**src/rtl/pis_pkg.sv**
```systemverilog
// Package with the constants and control types of the polyline smoother.
`timescale 1ns / 1ps

package pis_pkg;

  localparam int MAX_POINTS_DEF  = 64;
  localparam int COORD_WIDTH_DEF = 16;

  localparam int PASS_W = 6;
  localparam logic [PASS_W-1:0] PASS_RESET = 6'd29;

  typedef struct packed {
    logic load;
    logic smooth;
    logic shift;
  } cell_ctl_t;

endpackage

```
**src/rtl/pis_ctrl.sv**
```systemverilog
// Sequencer for loading, smoothing passes and the output of the point chain.
`timescale 1ns / 1ps

module pis_ctrl #(
  parameter int MAX_POINTS = pis_pkg::MAX_POINTS_DEF,
  parameter int IW         = 6,
  parameter int CNTW       = 7
) (
  input  logic                       clk,
  input  logic                       rst,
  input  logic                       in_valid,
  input  logic                       in_last,
  output logic                       in_ready,
  output logic                       out_valid,
  input  logic                       out_ready,
  output logic                       out_last,
  output logic                       out_empty,
  input  logic [pis_pkg::PASS_W-1:0] pass_count,
  output pis_pkg::cell_ctl_t         ctl,
  output logic [IW-1:0]              load_idx,
  output logic [CNTW-1:0]            count
);

  typedef enum logic [1:0] {
    ST_LOAD,
    ST_SMOOTH,
    ST_EMIT
  } state_t;

  state_t                     state;
  logic                       empty;
  logic [pis_pkg::PASS_W-1:0] passes_left;
  logic                       in_xfer;
  logic                       out_xfer;
  logic                       full;
  logic [CNTW-1:0]            count_next;

  assign in_ready   = (state == ST_LOAD);
  assign out_valid  = (state == ST_EMIT);
  assign out_empty  = empty;
  assign out_last   = empty || (count == CNTW'(1));
  assign in_xfer    = in_valid && in_ready;
  assign out_xfer   = out_valid && out_ready;
  assign full       = (count == CNTW'(MAX_POINTS));
  assign count_next = full ? count : count + CNTW'(1);
  assign load_idx   = count[IW-1:0];

  assign ctl.load   = in_xfer && !full;
  assign ctl.smooth = (state == ST_SMOOTH);
  assign ctl.shift  = out_xfer && !empty;

  always_ff @(posedge clk) begin
    if (rst) begin
      state       <= ST_LOAD;
      empty       <= 1'b0;
      passes_left <= '0;
      count       <= '0;
    end else begin
      unique case (state)
        ST_LOAD: begin
          if (in_xfer) begin
            if (!in_last) begin
              count <= count_next;
            end else if ((count_next <= CNTW'(2)) || (pass_count == '0)) begin
              count <= '0;
              empty <= 1'b1;
              state <= ST_EMIT;
            end else begin
              count       <= count_next;
              empty       <= 1'b0;
              passes_left <= pass_count;
              state       <= ST_SMOOTH;
            end
          end
        end
        ST_SMOOTH: begin
          passes_left <= passes_left - pis_pkg::PASS_W'(1);
          if (passes_left == pis_pkg::PASS_W'(1)) begin
            state <= ST_EMIT;
          end
        end
        ST_EMIT: begin
          if (out_xfer) begin
            if (out_last) begin
              count <= '0;
              empty <= 1'b0;
              state <= ST_LOAD;
            end else begin
              count <= count - CNTW'(1);
            end
          end
        end
        default: begin
          state <= ST_LOAD;
        end
      endcase
    end
  end

endmodule

```
**config.mk**
```make
export PLATFORM = sky130hd
export DESIGN_NAME = pis_ctrl
export DESIGN_NICKNAME = d
export VERILOG_FILES = /design/src/rtl/pis_pkg.sv /design/src/rtl/pis_ctrl.sv
export SDC_FILE = /design/constraint.sdc
export NUM_CORES = 1
export LEC_CHECK = 0
export ABC_CLOCK_PERIOD_IN_PS = 2400
export BUFFER_PORTS_ARGS = -buffer_cell sky130_fd_sc_hd__buf_4
export CAP_MARGIN = 5
export CORE_ASPECT_RATIO = 1.25
export CORE_MARGIN = 2
export CORE_UTILIZATION = 54
export DETAILED_ROUTE_END_ITERATION = 6
export HOLD_SLACK_MARGIN = 0.1
export PLACE_DENSITY_LB_ADDON = 0.05
export SYNTH_ARGS = -nofsm -noshare
export SYNTH_HDL_FRONTEND = slang
export SYNTH_SLANG_ARGS = --single-unit
```
**constraint.sdc**
```tcl
create_clock -name clk -period 2.4 [get_ports clk]
set_input_delay 0.12 -clock clk [delete_from_list [all_inputs] [get_ports clk]]
set_output_delay 0.12 -clock clk [all_outputs]
set_load 0.05 [all_outputs]
```
; ---- Yosys cells after proc, flatten, opt, wreduce, memory -nomap -nowiden
; Cells that the tools add are included.
; Widths: inputs -> output; s select.
[word_totals]
output_inout_bits = 20
in_bits = 11
ff_bits = 16
word_cells = 59
[op_classes]
reduce_logical = 16
eq_ne = 11
mux = 24
addsub = 3
order_cmp = 1
[ops]
columns = operator, n
row1 = $mux 7, 6
row2 = $mux 6, 3
row3 = $pmux 7 s2, 1
row4 = $mux 2, 6
row5 = $pmux 6 s2, 1
row6 = $reduce_and 5->1, 2
row7 = $ne 2x1->1 const B, 4
row8 = $add 7x1->7 const B, 1
row9 = $eq 7x1->1 const B, 1
row10 = $eq 7x7->1 const B, 1
row11 = $le 7x2->1 const B, 1
row12 = $sub 7x1->7 const B, 1
row13 = $eq 6x1->1 const B, 1
row14 = $logic_not 6->1, 1
row15 = $pmux 2 s3, 1
row16 = $sub 6x1->6 const B, 1
row17 = $mux 1, 5
row18 = $logic_and 1x1->1, 4
row19 = $ne 2x2->1 const B, 2
row20 = $reduce_and 4->1, 1
row21 = $reduce_bool 2->1, 2
row22 = $reduce_and 3->1, 1
row23 = $eq 2x1->1 const B, 1
row24 = $eq 2x2->1 const B, 1
row25 = 4 further kinds, 6

; ---- Logic depth before layout (Yosys ltp)
; Gate-level depths: netlist of run 1.
[depth]
word_depth = 8
ltp_mapped = 9
ltp_nobuf = 8

; ---- Worst setup path after synthesis of run 1
; No wires, ideal clock.
[synth_path]
path_kind = register to register
start = register count[5]
end = register empty (netlist: out_empty)
arrival_time_ps = 2518
synth_period_minus_slack_ps = 2605
t_required_ps = 2313
setup_ps = 87
n_path_buf = 1
path_slack_ps = -205
stages_incl_launch_ff = 8
path_cell_list = dfxtp_1 buf_6 or4_4 o21ai_2 a31oi_1 nor2_2 or4b_1 o31ai_1
[synth_between]
elab_cells_between_ends = 13
classes_between = add/sub: 1 / order compare: 1 / eq/ne: 3 / mux: 5 / reduce/logical: 3
[synth_lines]
columns = item, line
row1 = "start, declared", pis_ctrl.sv:21  ; output logic [CNTW-1:0] count
row2 = "start signal, assigned", pis_ctrl.sv:63  ; count <= count_next;
row3 = "start signal, assigned", pis_ctrl.sv:69  ; count <= count_next;
row4 = "start signal, assigned", pis_ctrl.sv:89  ; count <= count - CNTW'(1);
row5 = $eq 7x1->1, pis_ctrl.sv:41  ; assign out_last = empty || (count == CNTW'(1));
row6 = $logic_or 1x1->1, pis_ctrl.sv:41
row7 = via out_last, pis_ctrl.sv:16  ; output logic out_last,
row8 = $ne 2x1->1 (no source line), -
row9 = $reduce_and 5->1 (no source line), -
row10 = "end signal, assigned", pis_ctrl.sv:55  ; empty <= 1'b0;
row11 = "end signal, assigned", pis_ctrl.sv:66  ; empty <= 1'b1;
row12 = "end signal, assigned", pis_ctrl.sv:70  ; empty <= 1'b0;
row13 = "end, declared", pis_ctrl.sv:31  ; logic empty;
; The timed path passes the listed nets, and every way through them passes these cells. The select of a mux whose other input is x is not followed.
; A chain may end at the register's enable or synchronous reset.

; ---- Worst setup path after layout of run 1
[layout_path]
start = register count[1]
end = register state[1]
[layout_between]
elab_chain_len = 8
elab_cells_between_ends = 13
classes_between = add/sub: 1 / order compare: 1 / eq/ne: 3 / mux: 5 / reduce/logical: 3
[layout_lines]
columns = item, line
row1 = $add 7x1->7 or $eq 7x7->1 (tied branches), "pis_ctrl.sv:45, pis_ctrl.sv:44"
row2 = $mux 7, pis_ctrl.sv:45  ; assign count_next = full ? count : count + CNTW'(1);
row3 = $le 7x2->1, pis_ctrl.sv:64  ; end else if ((count_next <= CNTW'(2)) || (pass_count == '0)) begin
row4 = $logic_or 1x1->1, pis_ctrl.sv:64
row5 = $mux 2, pis_ctrl.sv:64
row6 = $mux 2, pis_ctrl.sv:62  ; if (!in_last) begin
row7 = $mux 2, pis_ctrl.sv:61  ; if (in_xfer) begin
row8 = $pmux 2 s3, pis_ctrl.sv:59  ; unique case (state)
row9 = "end signal, assigned", pis_ctrl.sv:54  ; state <= ST_LOAD;
row10 = "end signal, assigned", pis_ctrl.sv:67  ; state <= ST_EMIT;
row11 = "end signal, assigned", pis_ctrl.sv:72  ; state <= ST_SMOOTH;
row12 = "end, declared", pis_ctrl.sv:30  ; state_t state;
; Several ways; a longest one is shown, not always the timed one. The select of a mux whose other input is x is not followed.

==> results of run 1 <==
final cells by class:
class                   instances  area [um^2]
clock buffers                   4         36.3
repair buffers                 40          300
well taps                      33         41.3
fillers                       236          767
inverters                       9         33.8
flip-flops and latches         16          323
multi-input cells             147          951
registers in the layout (all words and copies together), names as in the netlist:
name	cells
count	7
out_empty	1
passes_left	6
state	2
cell families (layout without fill, tap and decap cells):
| family | count (synthesis) | after routing | share of synthesized area (%) |
|---|---|---|---|
| simple gates | 75 | 75 | 29.9 |
| compound gates | 62 | 62 | 28.8 |
| buf+inv | 27 | 53 | 10.5 |
| flops | 16 | 16 | 22.7 |
| fa+ha+maj | 7 | 7 | 6.21 |
| xor+xnor | 2 | 2 | 1.24 |
| mux | 1 | 1 | 0.709 |
report_power, final:
group | total, mW | internal (mW) | leakage (nW) | switching [mW]
clock | 0.184 | 0.0925 | 0.0210 | 0.0915
sequential | 0.537 | 0.372 | 0.131 | 0.166
combinational | 2.01 | 0.717 | 0.552 | 1.29
stage by stage:
step	hold slack, ns	instances	utilization, %	setup slack, ns
floorplan	0.293	190	-	0.0152
global placement	0.427	245	67.2	0.272
detailed placement	0.427	245	67.2	0.229
CTS	0.113	249	68.7	0.205
global route	0.112	249	68.7	0.0505
finish	0.117	249	68.7	0.186
how the worst max path moves through the flow:
stage	end	depth (start not counted)	slack, ns
6_report	state[1]	8	0.19
5_1_grt	state[1]	8	0.05
4_1_cts	state[1]	8	0.20
3_5_place_dp	state[1]	8	0.23
3_3_place_gp	state[1]	7	0.27
2_1_floorplan	state[1]	7	0.02
worst reg2reg max path, stage by stage, from the launching register on:
cell     delay (ns)
dfxtp_1        0.46
ha_1           0.30
and3_1         0.22
a31o_2         0.15
and3_1         0.19
a21oi_2        0.07
buf_4          0.18
or4_1          0.40
a31oi_1        0.19
Yosys cell counts, drive strengths merged, types with 2 or more instances:
library cell | instances | area [um^2]
a21oi | 18 | 93.8
dfxtp | 16 | 320
buf | 14 | 98.8
nand2 | 13 | 48.8
o21ai | 12 | 63.8
nor2 | 11 | 46.3
a31oi | 10 | 62.6
nor3 | 10 | 50.1
inv | 8 | 30.0
ha | 7 | 87.6
nand4 | 7 | 43.8
or3 | 6 | 37.5
nand2b | 5 | 31.3
a21o | 4 | 30.0
and3 | 4 | 25.0
clkbuf | 4 | 15.0
nand3 | 4 | 20.0
nor2b | 3 | 18.8
or4 | 3 | 26.3
a211o | 2 | 17.5
a211oi | 2 | 15.0
a22oi | 2 | 15.0
a31o | 2 | 17.5
nand3b | 2 | 15.0
o211ai | 2 | 20.0
timing repair:
action | CTS | global route
endpoints found under the setup margin | 0 | 1
buffers inserted | 0 | 0
resized for setup | 0 | 1
hold buffers | 0 | 0
metal layers:
layer | GRT usage (%) | share of wire, % | vias to the layer above | routed length (um)
li1 | - | - | 760 | -
met1 | 30.8 | 40 | 739 | 1580
met2 | 51.6 | 53 | 76 | 2090
met3 | 2.18 | 5.8 | 9 | 230
met4 | 15.5 | 1.8 | 0 | 72
met5 | 0 | 0 | - | 0
==> results.tsv, run 1 <==
stage	metric	value	unit
synthesis	synthArstFlopShare	0	%
floorplanning	die_x	49.7	um
timing	clock.fmax	452	MHz
hold_path	worstHoldPathType	input pin to flip-flop	
floorplanning	initial_utilization	57.6	%
layout	drive_gt1_share	25.0	%
synthesis	yosys_warnings	0	
layout	layout_commonest_cell	buf_4	
layout	area_growth_syn_to_layout	19.4	%
grt	grt_overflow	0	
critical_path	crit_required	2.62	ns
critical_path	rr_worst_depth	8	
synthesis	yosysSeqAreaShare	22.7	%
critical_path	path_delay_family	simple AND/OR/NAND/NOR gates	
critical_path	critPathMaxFanout	14	
clocking	cts_buffer_depth	2	
clocking	cts_sinks	16	
floorplanning	fp-row-count	20	
critical_path	critPathKind	flip-flop to flip-flop	
drt	wl_per_cell	16.0	um
critical_path	startpoint_type	flip-flop	
clocking	cts_max_level	1	
pwr	powerDensity	1620	mW/mm^2
critical_path	cpPeakStageDelay	0.46	ns
clocking	cts_made_buffers	3	
clocking	cts_tree	done	
critical_path	critPathLaunch	count[1]	
clocking	path_clk_slew	0.10	ns
placement	post-dp-hpwl	2990	um
synthesis	syn_avg_cell_area	7.43	um^2
grt	grt_pass1_wl	6450	um
clocking	clk_latency	0.29	ns
timing	rsz0062_at_grt	false	
grt	grt_pass1_vias	1458	
timing	setup_viol	0	
timing	skew	0.00699	ns
drt	drc	0	
pwr	ir_drop	0.896	mV
floorplanning	core_area	0.00245	mm^2
synthesis	synth-seq-cells	16	
synthesis	synth-edff-count	0	
placement	numPortBuffers	30	
grt	antenna_found_initial	0	
hold_path	min_to	passes_left[3]	
critical_path	crit_path_end_kind	flip-flop	
critical_path	slowest_stage	dfxtp_1	
critical_path	crit_arrival	2.44	ns
drt	routed_wl	3980	um
placement	placed_area	0.00165	mm^2
grt	grt_use_total	27.4	%
layout	num_antenna_cells	0	
hold_path	hp-start	pass_count[3]	
synthesis	synthDistinctLibCells	51	
timing	finalHoldViolCount	0	
drt	dr.pass1.iters	4	
synthesis	syn_area	0.00141	mm^2
drt	drtIter0Drc	67	
pwr	p_leak	0.704	nW
synthesis	synthFlopType	dfxtp_1	
drt	ant_nets	0	
drt	viasPerCell	6.36	
clocking	cts-root-buf	clkbuf_4	
timing	finalSetupTns	0	ns
synthesis	synthCells	190	
hold_path	hold_depth	3	
status	status	completed	
timing	finalCritPeriodShare	92.3	%
timing	slew_viol_final	0	
placement	gp_congestion	0.919	
floorplanning	ioPinCount	31	
timing	final.min_clock_period	2.21	ns
timing	worst_pin_slew	0.522	ns
layout	fin_nets	235	
critical_path	cp_common_cell	and3_1	
critical_path	r2r_slack	0.19	ns
floorplanning	die_area	0.00304	mm^2
floorplanning	dieHeight	61.2	um
timing	max_slew_margin	65.1	%
critical_path	path_buf_inv	1	
critical_path	crit_chain	ha_1 > and3_1 > a31o_2 > and3_1 > a21oi_2 > buf_4 > or4_1 > a31oi_1	
synthesis	syn_nets	208	
critical_path	timing.rr.start	count[1]	
layout	final_cell_mix	40 x buf_4, 17 x a21oi_1, 14 x dfxtp_1	
critical_path	timing.rr.end	state[1]	
pwr	finalPower	2.73	mW
grt	grt_max_degree	22	
layout	final_area	0.00169	mm^2
drt	vias	1584	
flow_run	drv_cap	0	
No activity file was read; power rests on OpenSTA's default activity.
==> run 2: changes to the inputs <==
--- a/config.mk
+++ b/config.mk
@@ -8,9 +8,11 @@
 export ABC_CLOCK_PERIOD_IN_PS = 2400
 export BUFFER_PORTS_ARGS = -buffer_cell sky130_fd_sc_hd__buf_4
 export CAP_MARGIN = 5
-export CORE_ASPECT_RATIO = 1.25
+export CELL_PAD_IN_SITES_DETAIL_PLACEMENT = 1
+export CELL_PAD_IN_SITES_GLOBAL_PLACEMENT = 1
+export CORE_ASPECT_RATIO = 2
 export CORE_MARGIN = 2
-export CORE_UTILIZATION = 54
+export CORE_UTILIZATION = 39
 export DETAILED_ROUTE_END_ITERATION = 6
 export HOLD_SLACK_MARGIN = 0.1
 export PLACE_DENSITY_LB_ADDON = 0.05
==> run 2 against run 1 <==
Effect of this change:
- core utilization fell by 19 points
- sequential share of layout area fell by 0.73 points
- fmax barely moved
- combinational power rose by 2%
- global-route usage fell by 2.7 points
- critical path type unchanged
- critical endpoint is now count[5]
==> results.tsv, run 2 (synthesis results as in run 1) <==
stage	metric	value	unit
status	status	completed	
grt	grt_use_total	24.6	%
layout	final_area	0.00175	mm^2
placement	placed_area	0.00168	mm^2
critical_path	crit_path_end_kind	flip-flop	
critical_path	critPathMaxFanout	12	
layout	area_growth_syn_to_layout	23.7	%
pwr	ir_drop	0.930	mV
layout	fin_nets	237	
layout	top_regs	count x7, passes_left x6, state x2	
placement	numPortBuffers	30	
timing	final.min_clock_period	2.21	ns
flow_run	drv_cap	0	
timing	finalHoldViolCount	0	
critical_path	startpoint_type	flip-flop	
critical_path	crit_arrival	2.36	ns
clocking	cts_tree	done	
grt	grt_pass1_wl	7530	um
layout	final-instance-count-excl-fill	267	
grt	antenna_found_initial	0	
timing	finalSetupTns	0	ns
layout	drive_gt1_share	25.2	%
pwr	powerDensity	1630	mW/mm^2
timing	skew	0.00319	ns
grt	grt.busiest_layer	met2	
drt	drtIter0Drc	24	
clocking	clk_latency	0.26	ns
clocking	cts_sinks	16	
drt	viasPerCell	5.82	
placement	dp_slack	0.116	ns
timing	rsz0062_at_grt	false	
clocking	cts_buffer_depth	2	
critical_path	crit_required	2.55	ns
grt	met1_usage	32.7	%
grt	grtUsageMet2	39.4	%
floorplanning	dieHeight	89.1	um
layout	final_cell_mix	42 x buf_4, 17 x a21oi_1, 15 x dfxtp_1	
layout	largest_register_ffs	7	
clocking	path_clk_slew	0.07	ns
timing	max_slew_margin	63.8	%
drt	dr.pass1.iters	4	
timing	worst_pin_slew	0.542	ns
hold_path	worstHoldPathType	input pin to flip-flop	
timing	setup_viol	0	
critical_path	timing.rr.start	count[2]	
critical_path	critPathKind	flip-flop to flip-flop	
drt	routed_wl	4630	um
floorplanning	core_area	0.00353	mm^2
floorplanning	die_area	0.00415	mm^2
layout	num_antenna_cells	0	
drt	wl_per_cell	17.3	um
drt	vias	1553	
timing	fin_ws	0.188	ns
timing	clock.fmax	452	MHz
critical_path	critPathLaunch	count[2]	
layout	layout_commonest_cell	buf_4	
clocking	cts_made_buffers	3	
floorplanning	fp-row-count	31	
pwr	p_leak	0.724	nW
timing	finalCritPeriodShare	92.2	%
floorplanning	die_x	46.5	um
placement	post-dp-hpwl	3380	um
placement	dp_cells	263	
grt	grt_overflow	0	
timing	holdWs	0.150	ns
floorplanning	initial_utilization	40.0	%
clocking	cts_max_level	1	
layout	top_register	count	
hold_path	hp-start	pass_count[5]	
grt	grtUsageMet3	2.83	%
drt	ant_nets	0	
pwr	finalPower	2.85	mW
drt	drc	0	
layout	fin_util	49.5	%
grt	grt_max_degree	22	
placement	gp_congestion	0.847	
clocking	cts-root-buf	clkbuf_8	
timing	slew_viol_final	0	
floorplanning	ioPinCount	31	
grt	grt_pass1_vias	1560	
==> run 2: cell types whose count changed in the layout (fill, tap and decap cells not counted) <==
cell | previous run | this run
a21oi_2 | 1 | 0
a21oi_4 | 0 | 1
buf_4 | 40 | 42
dfxtp_2 | 2 | 1
clkbuf_8 | 1 | 4
clkbuf_4 | 3 | 0
dfxtp_1 | 14 | 15
==> run 2: area by class of cell <==
class                           count  area (um^2)
Inverter                            9         33.8
Sequential cell                    16          322
Timing Repair Buffer               42          315
Clock buffer                        4         55.1
Fill cell                         465         1780
Multi-Input combinational cell    147          958
Tap cell                           49         61.3
==> run 2: timing repair <==
item / CTS / global route
endpoints found under the setup margin: 0 / 6
resized for setup: 0 / 1
buffers inserted: 0 / 0
hold buffers: 0 / 0
==> run 2: per-layer routing <==
metal	vias to the layer above	wire length (um)
met1	747	2040
met4	0	89
met2	31	2350
li1	766	-
met5	-	0
met3	9	149
==> run 2: path summary, 6_finish.rpt <==
kind | endpoint | slack (ns) | cells after the start
worst min register to register | passes_left[1] | 0.55 | 1
worst min-delay path | passes_left[5] | 0.15 | 3
worst max register to register | count[5] | 0.19 | 7
worst max-delay path | count[5] | 0.19 | 7
==> run 2: worst max-delay path, stage by stage (launching register included) <==
cell and delay [ns]:
dfxtp_1 0.38, buf_4 0.18, or4_4 0.54, o211ai_2 0.47, nor2_1 0.10, a22o_1 0.20
a22oi_1 0.18, nor2_1 0.05
==> run 2: report_power, final <==
part	switching, mW	leakage [nW]	internal, mW
Clock	0.114	0.0288	0.146
Combinational	1.33	0.564	0.713
Sequential	0.168	0.131	0.371
