$ cat config.mk
export PLATFORM = sky130hd
export DESIGN_NAME = pis_cell
export DESIGN_NICKNAME = d
export VERILOG_FILES = /design/src/rtl/pis_pkg.sv /design/src/rtl/pis_cell.sv
export SDC_FILE = /design/constraint.sdc
export NUM_CORES = 1
export LEC_CHECK = 0
export BUFFER_PORTS_ARGS = -buffer_cell sky130_fd_sc_hd__buf_2
export CORE_MARGIN = 2
export CORE_UTILIZATION = 45
export CTS_CLUSTER_SIZE = 16
export DETAILED_ROUTE_END_ITERATION = 12
export PLACE_DENSITY = 0.71
export SYNTH_ARGS = -nofsm -noshare
export SYNTH_HDL_FRONTEND = slang
export SYNTH_SLANG_ARGS = --single-unit
export TNS_END_PERCENT = 100
$ cat constraint.sdc
create_clock -name clk -period 4.6 [get_ports clk]
set_input_delay 0.92 -clock clk [delete_from_list [all_inputs] [get_ports clk]]
set_output_delay 0.92 -clock clk [all_outputs]
set_load 0.01 [all_outputs]
$ cat src/rtl/pis_pkg.sv
// Package with the constants and control types of the polyline smoother.
`timescale 1ns / 1ps

package pis_pkg;

  localparam int MAX_POINTS_DEF  = 64;
  localparam int COORD_WIDTH_DEF = 16;

  localparam int PASS_W = 6;
  localparam logic [PASS_W-1:0] PASS_RESET = 6'd29;

  typedef struct packed {
    logic load;
    logic smooth;
    logic shift;
  } cell_ctl_t;

endpackage

$ cat src/rtl/pis_cell.sv
// One cell of the point chain: holds a point, averages with neighbors, shifts out.
`timescale 1ns / 1ps

module pis_cell #(
  parameter int COORD_WIDTH = pis_pkg::COORD_WIDTH_DEF,
  parameter int IDX         = 0,
  parameter int IW          = 6,
  parameter int CNTW        = 7
) (
  input  logic                          clk,
  input  pis_pkg::cell_ctl_t            ctl,
  input  logic [IW-1:0]                 load_idx,
  input  logic [CNTW-1:0]               count,
  input  logic signed [COORD_WIDTH-1:0] load_x,
  input  logic signed [COORD_WIDTH-1:0] load_y,
  input  logic signed [COORD_WIDTH-1:0] left_x,
  input  logic signed [COORD_WIDTH-1:0] left_y,
  input  logic signed [COORD_WIDTH-1:0] right_x,
  input  logic signed [COORD_WIDTH-1:0] right_y,
  output logic signed [COORD_WIDTH-1:0] x,
  output logic signed [COORD_WIDTH-1:0] y
);

  localparam int SW = COORD_WIDTH + 2;
  localparam int NR = 2 * ((SW + 1) / 2);
  localparam logic [NR-1:0] RECIP3 = {(NR / 2){2'b01}};

  function automatic logic signed [COORD_WIDTH-1:0] mean(input logic signed [SW-1:0] s,
                                                          input logic three);
    logic             neg;
    logic [SW-1:0]    mag;
    logic [SW+NR-1:0] prod;
    logic [SW-1:0]    q;
    logic [SW-1:0]    rem;
    neg  = s[SW-1];
    mag  = neg ? (~$unsigned(s) + SW'(1)) : $unsigned(s);
    prod = (SW + NR)'(mag) * (SW + NR)'(RECIP3);
    if (three) begin
      q   = prod[SW+NR-1:NR];
      rem = mag - (q + (q << 1));
      if (rem >= SW'(3)) begin
        q = q + SW'(1);
      end
    end else begin
      q = mag >> 1;
    end
    mean = neg ? COORD_WIDTH'(~q + SW'(1)) : COORD_WIDTH'(q);
  endfunction

  localparam logic HAS_LEFT = (IDX != 0);

  logic                 has_right;
  logic signed [SW-1:0] sum_x;
  logic signed [SW-1:0] sum_y;

  assign has_right = (CNTW'(IDX + 1) != count);

  always_comb begin
    sum_x = SW'(x);
    sum_y = SW'(y);
    if (HAS_LEFT) begin
      sum_x = sum_x + SW'(left_x);
      sum_y = sum_y + SW'(left_y);
    end
    if (has_right) begin
      sum_x = sum_x + SW'(right_x);
      sum_y = sum_y + SW'(right_y);
    end
  end

  always_ff @(posedge clk) begin
    priority if (ctl.load && (load_idx == IW'(IDX))) begin
      x <= load_x;
      y <= load_y;
    end else if (ctl.smooth) begin
      x <= mean(sum_x, HAS_LEFT && has_right);
      y <= mean(sum_y, HAS_LEFT && has_right);
    end else if (ctl.shift) begin
      x <= right_x;
      y <= right_y;
    end
  end

endmodule

# Word-level counts from Yosys, hierarchy flattened
# Index checks and enable logic that the tools add are counted.
# classes
bitwise_logic,4
mux,16
n_eq_ne,1
n_addsub,6
reduce_logical,3
# op_table
cell,n
$mux 16,12
$mux 18,2
$add 16x16->17,2
$add 17x1->17 const B,2
$mux 17,2
$not 17->17,2
$add 16x1->16 const B,2
$not 16->16,2
$ne 1x7->1 const A,1
$logic_not 6->1,1
$reduce_bool 3->1,1
$logic_and 1x1->1,1
# word_totals
ff_bits,32
input_bits,113
output_inout_bits,32
word_cells,32

# Logic depth before layout (Yosys ltp)
# Gate-level depths: netlist of run 1.
# logic_depth
depth_word,12
mapped_depth,23
depth_no_buf,19

# Least setup slack after synthesis of run 1
# OpenSTA, ideal clock, no wires.
# synth_path
path_type,input port to flip-flop
start,input port right_y[0]
end,"register y[14], data pin"
setup_slack_ns,-0.325
path_stages,19
t_arrival_ns,4.654
t_required_ns,4.330
cell_sequence,ha_1 inv_1 fa_1 nor2b_1 o31a_1 o21ai_0 a211oi_1 a211o_1 clkbuf_1 clkbuf_1 nor2_1 xor2_1 ha_1 o21ai_0 a2111oi_4 a41oi_2 xnor2_1 mux2i_1 a21oi_1
# synth_via
elab_chain_cells,12
# synth_rtl
element,line_no,source
"start, declared",pis_cell.sv:19,"input logic signed [COORD_WIDTH-1:0] right_y,"
$add 16x16->17 *,pis_cell.sv:67,sum_y = sum_y + SW'(right_y);
$mux 18 *,pis_cell.sv:65,if (has_right) begin
$not 17->17,pis_cell.sv:36,mag = neg ? (~$unsigned(s) + SW'(1)) : $unsigned(s);
$add 17x1->17,pis_cell.sv:36,
$mux 17,pis_cell.sv:36,
$mux 16,pis_cell.sv:75,end else if (ctl.smooth) begin
$mux 16,pis_cell.sv:72,priority if (ctl.load && (load_idx == IW'(IDX))) begin
$not 16->16,pis_cell.sv:47,mean = neg ? COORD_WIDTH'(~q + SW'(1)) : COORD_WIDTH'(q);
$add 16x1->16,pis_cell.sv:47,
$mux 16 *,pis_cell.sv:47,
$mux 16 *,pis_cell.sv:75,
$mux 16 *,pis_cell.sv:72,
"end signal, assigned",pis_cell.sv:74,y <= load_y;
"end signal, assigned",pis_cell.sv:77,"y <= mean(sum_y, HAS_LEFT && has_right);"
"end signal, assigned",pis_cell.sv:80,y <= right_y;
"end, declared",pis_cell.sv:21,output logic signed [COORD_WIDTH-1:0] y
# Mark *: on every way between the ends. The rest lies on a longest branch, timed or not. The select of a mux whose other input is x is not followed.
# A chain may end at the register's enable or synchronous reset.

# Final worst setup path of run 1
# layout_path
start,input port right_y[0]
end,"register y[11], data pin"
# Same word-level chain as after synthesis.

==> results of run 1 <==
==> logic make-up after synthesis <==
logic type	Yosys count	share of synthesized area
flops	32	0.155
buf+inv	60	0.0480
compound gates	278	0.319
mux	38	0.0629
simple gates	270	0.242
xor+xnor	66	0.0935
fa+ha+maj	38	0.0793
==> stage by stage <==
stage | power, mW | hold slack (ns) | cells | TNS (ns)
floorplan | 3.97 | 0.858 | 782 | -0.0137
global placement | 5.45 | 0.950 | 1136 | -0.539
detailed placement | 5.53 | 0.974 | 1136 | -0.841
CTS | 5.89 | 0.905 | 1144 | 0
global route | 6.62 | 0.905 | 1149 | -0.0863
finish | 6.13 | 0.910 | 1149 | 0
==> worst paths after layout <==
| check | startpoint | endpoint | slack (ns) | depth (start not counted) |
|---|---|---|---|---|
| worst max register to register | y[0]$_DFFE_PP_ | y[11]$_DFFE_PP_ | 0.47 | 15 |
| worst max-delay path | right_y[0] | y[11]$_DFFE_PP_ | 0.18 | 16 |
| worst min register to register | y[10]$_DFFE_PP_ | y[9]$_DFFE_PP_ | 0.98 | 4 |
| worst min-delay path | load_y[12] | y[12]$_DFFE_PP_ | 0.91 | 2 |
==> placed cells by master (no fill, tap or decap), types with 7 or more instances in the layout <==
master	netlist	final
a21o_1	20	20
buf_4	3	111
nand3_1	18	17
xnor2_1	43	40
o21ai_0	51	47
and3_1	8	8
o31ai_2	7	7
xor2_1	23	22
nor3b_1	12	12
and2_1	8	8
o21ai_1	16	19
nor2_1	62	61
buf_2	12	112
inv_1	18	18
nand4_1	8	8
nand2_1	61	59
o211ai_1	12	12
a211oi_2	7	8
mux2i_1	31	31
nor4_1	14	10
ha_1	36	33
a21oi_1	69	67
nor3_1	16	14
a31oi_1	8	7
or3_1	14	14
edfxtp_1	32	32
o31ai_1	13	11
==> metal layers <==
metal / up-vias / part of all wire
met4: 0 / 0.0051
met5: - / 0
met1: 3228 / 0.47
met2: 271 / 0.44
met3: 13 / 0.084
li1: 3359 / -
==> power breakdown <==
| group | leakage (nW) | internal, mW | switching (mW) |
|---|---|---|---|
| logic | 2.93 | 2.30 | 2.80 |
| clock network | 0.0655 | 0.200 | 0.134 |
| registers | 0.328 | 0.510 | 0.183 |
| total | 3.33 | 3.01 | 3.11 |
==> final cells by class <==
| class | count | area [um2] | area share |
|---|---|---|---|
| Inverter | 18 | 67.6 | 0.00848 |
| Clock buffer | 7 | 133 | 0.0166 |
| Sequential cell | 32 | 961 | 0.121 |
| Multi-Input combinational cell | 690 | 5150 | 0.646 |
| Timing Repair Buffer | 225 | 1430 | 0.180 |
| Tap cell | 176 | 220 | 0.0276 |
| Clock inverter | 1 | 3.75 | 0.000471 |
==> synth_stat cells, types with 6 or more instances <==
master / count / area [um2]
ha_1: 36 / 450
nand2_1: 61 / 229
nand2b_1: 6 / 37.5
o31ai_1: 13 / 97.6
o21ai_0: 51 / 255
o31ai_2: 7 / 87.6
buf_2: 12 / 60.1
and3_1: 8 / 50.1
inv_1: 18 / 67.6
or3_1: 14 / 87.6
mux2i_1: 31 / 310
a21o_1: 20 / 150
o21ai_1: 16 / 80.1
a211oi_2: 7 / 87.6
o211ai_1: 12 / 90.1
nor2_1: 62 / 233
nor3b_1: 12 / 90.1
nand4_1: 8 / 50.1
mux2_2: 6 / 67.6
a21oi_1: 69 / 345
buf_6: 6 / 67.6
xnor2_1: 43 / 377
edfxtp_1: 32 / 961
a211oi_1: 8 / 60.1
xor2_1: 23 / 201
clkbuf_1: 19 / 71.3
nand3_1: 18 / 90.1
nor4_1: 14 / 87.6
and2_1: 8 / 50.1
a31oi_1: 8 / 50.1
o21a_1: 6 / 45.0
nor3_1: 16 / 80.1
==> repair_timing <==
item / CTS / global route
gates resized for setup: 0 / 24
setup buffers: 0 / 5
setup endpoints to repair: 0 / 13
==> worst reg2reg max path, delay by kind of cell, from the launching register on <==
family | cells | cell delay (ns)
xor gates and xnor gates | 2 | 0.43
muxes | 1 | 0.24
AOI/OAI and AO/OA | 6 | 1.76
buffers and inverters | 1 | 0.06
adders and majority gates | 2 | 0.64
and+or+nand+nor | 3 | 0.36
DFF | 1 | 0.40
==> sequential cells by signal, indices dropped and copies added (netlist names) <==
name,count
y,16
x,16
==> flow_results.org, run 1 <==
** Power and ir drop
- Pleak :: 3.33 nW
- Across the VDD grid, the largest voltage drop is 0.000304 V.
- In this run the power density over the cells is slightly below 800 nW/um2.

** CTS
- Number of levels in the clock H-tree :: 2
- Number of hold buffers added after CTS :: 0
- Clock-pin slew was measured on the worst setup and hold paths at roughly 0.060 ns.
- Cts bufs inserted :: 5
- The clock passes through at most 2 buffers.
- In this run the clock root is driven by a clkbuf_16.
- Number of sinks handled by clock tree synthesis :: 32
- Clock tree from TritonCTS :: built
- Latest clock arrival within the worst-skew pair :: around 0.28 ns

** Drt
- The detailed router finished its first iteration with approximately 550 violations.
- Vias per Instance :: roughly 6
- Final routed DRC violation total :: 0
- In the final routed layout, each cell accounts on average for 17.0 um.
- Detail Route Antenna Nets :: 0
- Wires add up to roughly 20000 um.
- First-pass DRT Iterations :: 5
- For this block, the via count after detailed routing is about 6900.

** Placed design
- Setup slack at placement :: -0.177 ns
- HPWL reported at the end of detailed placement :: roughly 16000 um
- Placed cell area :: 7670 um2
- Routability-driven placement finished with a final weighted congestion of around 0.91.
- Buffers on Ports :: between 100 and 150

** GRT
- In the global route stage, overall resource usage came out at 0.260.
- The global routing stage identified its most utilized layer as met2.
- Maximum number of pins on one net before global-route repair :: between 40 and 50
- For this run, global-route usage on met1 was measured as 0.383.
- The via count of the first global-routing pass was roughly 6200.
- Global routing finished with a remaining overflow of 0.
- First-pass GRT wire length :: slightly above 30000 um
- Met2 usage in global routing :: 0.412
- Met3 track demand over resource in global routing :: 0.0399
- The initial antenna violation count came to 0.

** Finish
- Of the cells placed in the final design, the portion with a size suffix greater than 1 is 0.328.
- Antenna diode count :: 0
- From synthesis to final layout, the design area changed by 28.9%.
- The finished cells cover 7970 um2.
- Net total in the final layout :: approximately 1100
- The filler cells instantiated in the layout total 1247.
- For this run, the share of the core covered by cells in the final layout is 0.597.

** Critical path
- Arrival time worst endpoint :: 4.45 ns
- Crit path launch type :: input pin
- On the worst path, the slowest cell contributes a delay of 0.45 ns.
- STA classifies the critical path endpoint as a register.
- CP max-delay cell :: a2111oi_4
- Cell occurring most often along the worst timing path :: a2111oi_4
- Cell class contributing the biggest share of worst-path delay :: compound AO/OA/AOI/OAI gates
- Data required time at the worst endpoint :: about 4.6 ns
- Count of buffering cells on the critical path with inverters included :: 2
- In this run the worst path has a maximum fanout of 8.
- The setup path with the least slack is of type in2reg.
- Ordered cell list for the critical path :: buf_2 > ha_1 > inv_1 > fa_1 > xor2_2 > nand2_1 > o31a_1 > a2111oi_4 > nand3_4 > a211oi_2 > o211ai_2 > a2111oi_4 > mux2i_1 > nor2_1 > xnor2_1 > o21ai_1

** Floorplan
- Pin placement for this block handled ~150 I/O pins.
- The die is 121 um wide.
- The die covers between 10000 and 15000 um2.
- Effective utilization at floorplan :: 0.463
- The total area inside the core boundary comes to around 13000 um2.
- Vertical die dimension :: 121 um
- Std-Cell Rows :: 42

** Synthesis
- Register area share after synthesis :: 0.155
- Counting distinct cell types in the post-synthesis netlist gives between 90 and 100.
- For this run, the number of Yosys warnings is 0.
- A synthesized cell averages around 8 um2.
- The synthesized design contains 32 register bits.
- For this run, the leading register cell type out of synthesis is edfxtp_1.
- Netlist area before placement :: 6180 um2
- Synth async-reset ratio :: 0
- Mapped Nets :: about 930
- Counting flops with a built-in enable in the synthesized netlist gives 32.
- Synthesized instance count :: between 700 and 800

** Timing
- On the final layout, the worst clock skew is 0.00404 ns.
- The final-report max-slew violation count is 0.
- Setup violations remaining at the end of the flow were counted as 0.
- Setup slack on the critical path of the routed design comes to 0.176 ns.
- Relative max-transition margin :: 0.350
- The total count of hold-check failures in the final report was 0.
- At the pin with the least slew margin, the transition time is between 0.9 and 1 ns.
- Dividing the final minimum period by the clock period gives 0.962.
- Final critical-path required period :: about 4.4 ns
- For this run, the top clock speed supported by timing is 226 MHz.

** Run status
- Outcome :: completed

** Min path
- Worst hold path class :: in2reg

** Job
- Max-cap violations in this run came to 0.
(Power assumes the default switching activity.)
==> run 2: changes to the inputs <==
- ABC_AREA: not set -> 1
- PLACE_DENSITY: 0.71 -> 0.72
==> run 2 against run 1 <==
Largest cell class unchanged. Critical path depth rose by 9. Clock skew rose by 0.0023 ns. Maximum frequency rose by 11%.
==> flow_results.org, run 2 <==
** Run status
- Outcome :: completed

** Critical path
- In this run the critical register-to-register path is launched from y[0]$_DFFE_PP_.
- Kind of critical path :: in2reg
- STA puts the critical path data required time at around 4.7 ns.
- Counting cells, the worst reg-to-reg path comes to 24.
- In this run the critical register-to-register path is captured at y[14]$_DFFE_PP_.
- Of all nets on the critical path, the largest fanout is 9.
- The critical path starts at right_y[0].
- Arrival time worst endpoint :: about 4.0 ns
- Crit path launch type :: input pin
- Critical path endpoint category :: register
- Reg2reg setup slack :: 0.87 ns

** CTS
- CTS built an H-tree with a depth of 2.
- The clock reaches the later pin of the worst-skew pair after around 0.3 ns.
- Buffers inserted during clock tree synthesis total 5.
- Clock-pin slew was measured on the worst setup and hold paths at around 0.060 ns.
- Number of sinks handled by clock tree synthesis :: 32
- Post-CTS repair changed the size of 0 cells.
- Number of hold buffers added after CTS :: 0
- Max Buffers Root-to-Sink :: 2
- Clock tree from TritonCTS :: built
- Post-CTS Setup Repair Bufs :: 0
- Clock tree synthesis selected as its root buffer the cell clkbuf_16.

** Power and ir drop
- Power per cell area :: between 700 and 800 nW/um2
- For this design the static power due to leakage is 3.76 nW.
- Worst IR Drop VDD :: approximately 0.00031 V

** Finish
- FILL cells :: between 1000 and 1500
- Net total in the final layout :: approximately 1300
- After routing the design area is ~6800 um2.
- Most common cell after layout, fill and taps aside :: nand2_1
- Across the whole layout, storage elements account for between 900 and 1000 um2.
- In the final layout, the multi-input gates occupy between 4000 and 5000 um2.
- Compared with the post-synthesis result, the final layout area differs by 13.5%.
- Of the cells placed in the final design, the portion with a size suffix greater than 1 is 0.189.
- Antenna diode count :: 0
- Top library cells by usage in the layout, fill and taps aside :: nand2_1, nand3_1, inv_1
- Registers with the most flip-flops :: x: 16 flops, y: 16 flops

** Placed design
- At the placement stage, the worst setup path has a slack of about 0.31 ns.
- Placed cell area :: roughly 6700 um2
- Buffers on Ports :: approximately 110
- Once detailed placement completed, the half-perimeter wirelength came to between 10000 and 15000 um.
- At the end of routability-driven placement, the weighted congestion stood at roughly 0.86.

** Timing
- Pins over their slew limit :: 0
- The total count of hold-check failures in the final report was 0.
- Setup repair after global routing missed its margin :: no
- Relative max-transition margin :: 0.611
- Worst slew pin tran :: around 0.58 ns
- For this run, the top clock speed supported by timing is roughly 250 MHz.
- Final setup violation count :: 0
- Total negative slack for setup checks :: 0 ns
- The worst path needs 3.97 ns of the cycle, external delays included.
- Period utilization :: 0.864
- Worst hold-check slack :: roughly 0.91 ns
- In the post-route analysis, the smallest setup slack over all paths is 0.628 ns.
- On the final layout, the worst clock skew is between 0.006 and 0.007 ns.

** Job
- MaxCap Viol Count :: 0

** GRT
- For met3 alone, demand over resource in global routing was 0.0219.
- GR Util met1 :: 0.308
- Remaining global-route overflow :: 0
- Most congested layer reported by global routing :: met2
- Entering global routing, the biggest net connects 34 pins.
- The initial antenna violation count is 0.
- In the global route stage, met2 resource usage came out at 0.452.
- The via count of the first global-routing pass is 6397.
- The first global-routing pass estimated 28800 um of wire.
- For this run, the total global-route usage over all layers was measured as 0.247.

** Synthesis
- The number of nets handed over by synthesis was around 1200.
- In the synthesized netlist, the number of instances is approximately 1000.
- Cell with the most instances after synthesis :: nand2_1
- Counting instances in the post-synthesis netlist gives the leading cell types as nand2_1, nand3_1, inv_1, nor2_1, ha_1.
- The average instance in the mapped netlist occupies between 5 and 6 um2.
- Counting flops and latches in the post-synthesis netlist gives 32.
- Of the post-synthesis cell area, the dominant cell type holds 0.243.
- Distinct cells, synth :: 47
- The share of the Yosys chip area taken by registers is 0.160.
- In the synthesized netlist the async set-or-reset flop fraction comes to 0.
- Netlist area before placement :: 6010 um2
- Largest area contributor in the netlist :: nand2_1
- Ranked by total cell area, the synthesized netlist is headed by nand2_1, edfxtp_1, nand3_1, inv_1, ha_1.
- Yosys Warn Count :: 0
- The synthesized design contains 32 enable-type register cells.
- Predominant post-synthesis flop cell :: edfxtp_1

** Drt
- After detailed routing, the number of vias per cell comes to ~5.
- For this run, design rule violations remaining after detail routing come to 0.
- The detail route stage leaves a number of antenna-violating nets equal to 0.
- Drt first-iter violations :: roughly 400
- The first detailed-routing pass took 5 iterations.
- After detailed routing, the average wire length per cell comes to 12.9 um.
- Summed over all layers, the routed wires come to ~17000 um.
- Vias :: about 6800

** Floorplan
- The die covers roughly 14000 um2.
- I/O pin cnt :: between 100 and 150
- Std-Cell Rows :: 42
- In this run the standard cell core region covers 13100 um2.
- In this run the vertical extent of the chip is between 100 and 150 um.
- The die is around 120 um wide.
- For this configuration, the core starts out at a cell density of 0.458.

** Min path
- End point of the most critical hold path :: y[6]$_DFFE_PP_
- Hold wc startpoint :: load_y[6]
- Worst hold path class :: in2reg
- Worst hold path depth :: 3
-- run 2: cell types whose count changed after synthesis, moves of 14 or more --
cell and delta:
nand2_1 +329, nand3_1 +117, inv_1 +114, xnor2_1 -39, a21oi_1 -36, o21ai_0 -36, mux2i_1 -31, nand2_2 +26
xor2_1 -22, a21o_1 -20, or3_1 -14
-- run 2: layer usage --
metal  share of wire  wire [um]
met5               0          0
met1            0.46       7870
met3           0.040        684
met2            0.48       8270
met4           0.018        300
-- run 2: how the worst max path moves through the flow --
stage | endpoint | slack, ns | cells past startpoint
6_report | y[14]$_DFFE_PP_ | 0.63 | 25
5_1_grt | y[13]$_DFFE_PP_ | 0.17 | 26
4_1_cts | y[12]$_DFFE_PP_ | 0.62 | 25
3_5_place_dp | y[14]$_DFFE_PP_ | 0.31 | 25
3_3_place_gp | y[12]$_DFFE_PP_ | 0.32 | 25
2_1_floorplan | y[14]$_DFFE_PP_ | 0.93 | 27
-- run 2: area by class of cell --
type | instances | share of cell area
multi-input cells | 845 | 0.638
flip-flops and latches | 32 | 0.141
repair buffers | 119 | 0.0898
inverters | 144 | 0.0792
well taps | 176 | 0.0323
clock buffers | 5 | 0.0183
clock inverters | 2 | 0.00110
-- run 2: power by group --
| part | total, mW | switching, mW | internal, mW |
|---|---|---|---|
| sequential | 0.659 | 0.138 | 0.521 |
| combinational | 4.26 | 2.80 | 1.46 |
| clock | 0.343 | 0.149 | 0.194 |
| total | 5.27 | 3.09 | 2.18 |
-- run 2: per-stage QoR --
| step | power, mW | cells | utilization |
|---|---|---|---|
| detailed placement | 4.88 | 1316 | 0.509 |
| floorplan | 4.01 | 1044 | - |
| global route | 5.92 | 1323 | 0.519 |
| global placement | 4.80 | 1316 | 0.509 |
| CTS | 5.25 | 1323 | 0.519 |
| finish | 5.27 | 1323 | 0.519 |
-- run 2: critical path: stages --
cell,delay [ns]
buf_2,0.09
ha_1,0.16
inv_1,0.06
fa_1,0.39
inv_1,0.07
nand3_1,0.08
nand2_1,0.13
nand2_1,0.08
nand2_1,0.12
nand3_1,0.11
nand3_1,0.11
nand3_2,0.16
nand2_4,0.15
nand2_1,0.06
o21ai_1,0.15
ha_1,0.22
inv_1,0.05
nor2_1,0.13
nand3_1,0.13
nand2_2,0.11
nand3_1,0.15
nor2_2,0.14
nand3_1,0.08
nand3_1,0.09
nand2_1,0.05
-- run 2: cell families (layout without fill, tap and decap cells) --
family / Yosys count / in the layout / share of synthesized area
buffers and inverters: 167 / 270 / 0.116
XOR/XNOR: 6 / 6 / 0.00999
AND/OR/NAND/NOR: 710 / 710 / 0.535
adder cells (fa/ha/maj): 38 / 38 / 0.0816
flip-flops: 32 / 32 / 0.160
AO/OA/AOI/OAI: 91 / 91 / 0.0976
==> run 3: changes to the inputs <==
- CORE_UTILIZATION: 45 -> 51
- GPL_ROUTABILITY_DRIVEN: not set -> 0
- PLACE_DENSITY: 0.72 -> 0.77
- clock period: 4.6 -> 4.22 ns (I/O delays scaled with it)
==> run 3 against run 2 <==
Sequential power up 9.4%. Via count up 1.4%. Non-clock buffer count up 9.
==> flow_results.org, run 3 (synthesis gave the netlist of run 2 again) <==
** Job
- Across the run, the number of max-cap violations was 0.

** Floorplan
- The core region is ~11000 um2.
- Area of the die :: between 10000 and 15000 um2
- The initial utilization of the core area, before any placement, comes to 0.524.
- In this run the horizontal extent of the chip is between 100 and 150 um.
- Vertical die dimension :: about 110 um
- In this run the core area contains 39 standard-cell rows.
- I/O pin cnt :: around 150

** Finish
- Top library cells by usage in the layout, fill and taps aside :: nand2_1, nand3_1, inv_1
- Counting the fill cells in the layout gives 1181.
- In the final layout, the share of cells above drive strength 1 is 0.196.
- The net count of the finished layout is around 1300.
- Area occupied by multi-input gates :: 4360 um2
- Registers with the most flip-flops :: x: 16 flops, y: 16 flops
- Antenna diode count :: 0
- Most common cell after layout, fill and taps aside :: nand2_1
- Area used by sequential logic in the layout :: slightly below 1000 um2
- Area growth from synthesis to layout :: 13.9%

** CTS
- Max Buffers Root-to-Sink :: 2
- Clock slew at reported path FFs :: 0.06 ns
- Number of sinks handled by clock tree synthesis :: 32
- Once the clock tree was built, the resizer swapped 0 gates to a different size.
- CTS placed an instance of clkbuf_16 at the clock tree root.
- Post-CTS Setup Repair Bufs :: 0
- The clock tree synthesis step divided the H-tree into 2 levels.
- The number of clock buffers added by TritonCTS is 5.
- Number of hold buffers added after CTS :: 0
- Clock tree from TritonCTS :: built
- Latest clock arrival within the worst-skew pair :: around 0.30 ns

** Drt
- Post-Route WL :: between 15000 and 20000 um
- For this run, design rule violations remaining after detail routing come to 0.
- In this run the remaining antenna-violating nets after routing total 0.
- Vias per Instance :: 5.29
- In the final routed layout, each cell accounts on average for 13.0 um.
- Vias :: a little under 7000
- Drt first-iter violations :: 475
- First-pass DRT Iterations :: 6

** Power and ir drop
- Pleak :: 3.80 nW
- Worst IR Drop VDD :: 0.000376 V
- Power per cell area :: 850 nW/um2

** Critical path
- Cell occurring most often along the worst timing path :: nand3_1
- Critical path's largest stage delay :: a little under 0.4 ns
- The critical path in this run is classified as in2reg.
- Cell class contributing the biggest share of worst-path delay :: simple AND/OR/NAND/NOR gates
- The worst setup path is captured at a register.
- Arrival time worst endpoint :: 3.82 ns
- STA classifies the critical path startpoint as an input pin.
- Worst reg2reg startpoint :: y[0]$_DFFE_PP_
- The endpoint identified for the worst register-to-register timing path is y[12]$_DFFE_PP_.
- The largest individual stage delay along the critical path comes from the cell fa_1.
- Data required time at the worst endpoint :: between 4 and 5 ns
- The number of buffers and inverters on the critical path is 4.
- The worst register-to-register path has a setup slack of about 0.64 ns.
- Max Fanout on Critical Path :: 9
- R2R depth :: 24
- The critical path runs through a total of 25 cells.

** Timing
- Total negative slack for setup checks :: 0 ns
- Hold is met by 0.831 ns.
- Final Skew :: 0.00348 ns
- Setup violations remaining at the end of the flow were counted as 0.
- The final-report max-slew violation count was 0.
- The total count of hold-check failures in the final report came to 0.
- Based on the critical path, the design can be clocked at up to approximately 270 MHz.
- Period utilization :: 0.892
- Worst slew pin tran :: 0.984 ns
- Setup repair after global routing left no endpoint under its margin.
- Measured against its own limit, the worst slew margin works out to 0.343.
- Final critical-path required period :: approximately 3.8 ns

** Min path
- The worst hold path passes through 3 cells.
- For hold timing, the worst endpoint is x[3]$_DFFE_PP_.
- The min-delay analysis places its worst path in the category in2reg.
- Hold wc startpoint :: load_x[3]

** GRT
- Global routing finished with a remaining overflow of 0.
- The via count of the first global-routing pass was roughly 6200.
- Maximum number of pins on one net before global-route repair :: 30
- The first global-routing pass estimated about 28000 um of wire.
- Across every metal layer, demand over resource in global routing totals 0.268.
- The initial antenna violation count was 0.

** Run status
- Outcome :: completed

** Placed design
- The HPWL after detailed placement is ~14000 um.
- Port buffering added 112 buffers.
[run 3: worst max-delay path by stage]
| stage | slack, ns | startpoint | endpoint |
|---|---|---|---|
| after floorplan | 0.63 | right_y[0] | y[14]$_DFFE_PP_ |
| after global placement | 0.17 | right_y[0] | y[12]$_DFFE_PP_ |
| after detailed placement | 0.14 | right_y[0] | y[12]$_DFFE_PP_ |
| after CTS | 0.45 | right_y[0] | y[12]$_DFFE_PP_ |
| after global routing | 0.07 | right_y[0] | y[12]$_DFFE_PP_ |
| final | 0.46 | right_y[0] | y[12]$_DFFE_PP_ |
[run 3: area by class of cell]
class	instances	share of cell area
Clock buffer	5	0.0183
Clock inverter	2	0.00110
Inverter	144	0.0789
Multi-Input combinational cell	845	0.636
Sequential cell	32	0.140
Tap cell	143	0.0261
Timing Repair Buffer	128	0.0994
[run 3: report_power, final]
part           total [mW]  internal, mW  switching, mW
clock network       0.375         0.212          0.163
logic                4.73          1.68           3.05
registers           0.721         0.568          0.153
[run 3: worst reg2reg max path, cell delays in order (launching register included)]
cell and delay [ns]:
edfxtp_1 0.41, ha_1 0.21, inv_1 0.06, fa_1 0.39, inv_1 0.07, nand3_1 0.08, nand2_1 0.14, nand2_1 0.08
nand2_1 0.10, nand3_1 0.09, nand3_1 0.10, nand3_2 0.16, nand2_4 0.16, nand2_1 0.06, o21ai_1 0.10, ha_1 0.20
inv_1 0.04, nor2_1 0.15, nand3_1 0.14, nand2_2 0.11, nand3_1 0.14, nor2_2 0.14, nand2_1 0.06, nand3_1 0.09
nand3_1 0.06
[run 3: through the flow]
step                power, mW  cell area (um2)  setup slack (ns)  instances   util
finish                   5.82             6850             0.456       1299  0.597
global route             6.55             6850            0.0665       1299  0.597
CTS                      5.80             6850             0.447       1299  0.597
detailed placement       5.41             6720             0.144       1292  0.586
global placement         5.32             6720             0.169       1292  0.586
floorplan                4.37             6010             0.631       1044      -
[run 3: layer usage]
metal / wire (um) / track usage / vias up
met5: 0 / 0 / -
met4: 420 / 0.0984 / 0
met3: 887 / 0.0275 / 29
met2: 8190 / 0.477 / 189
met1: 7390 / 0.334 / 3068
li1: - / - / 3580
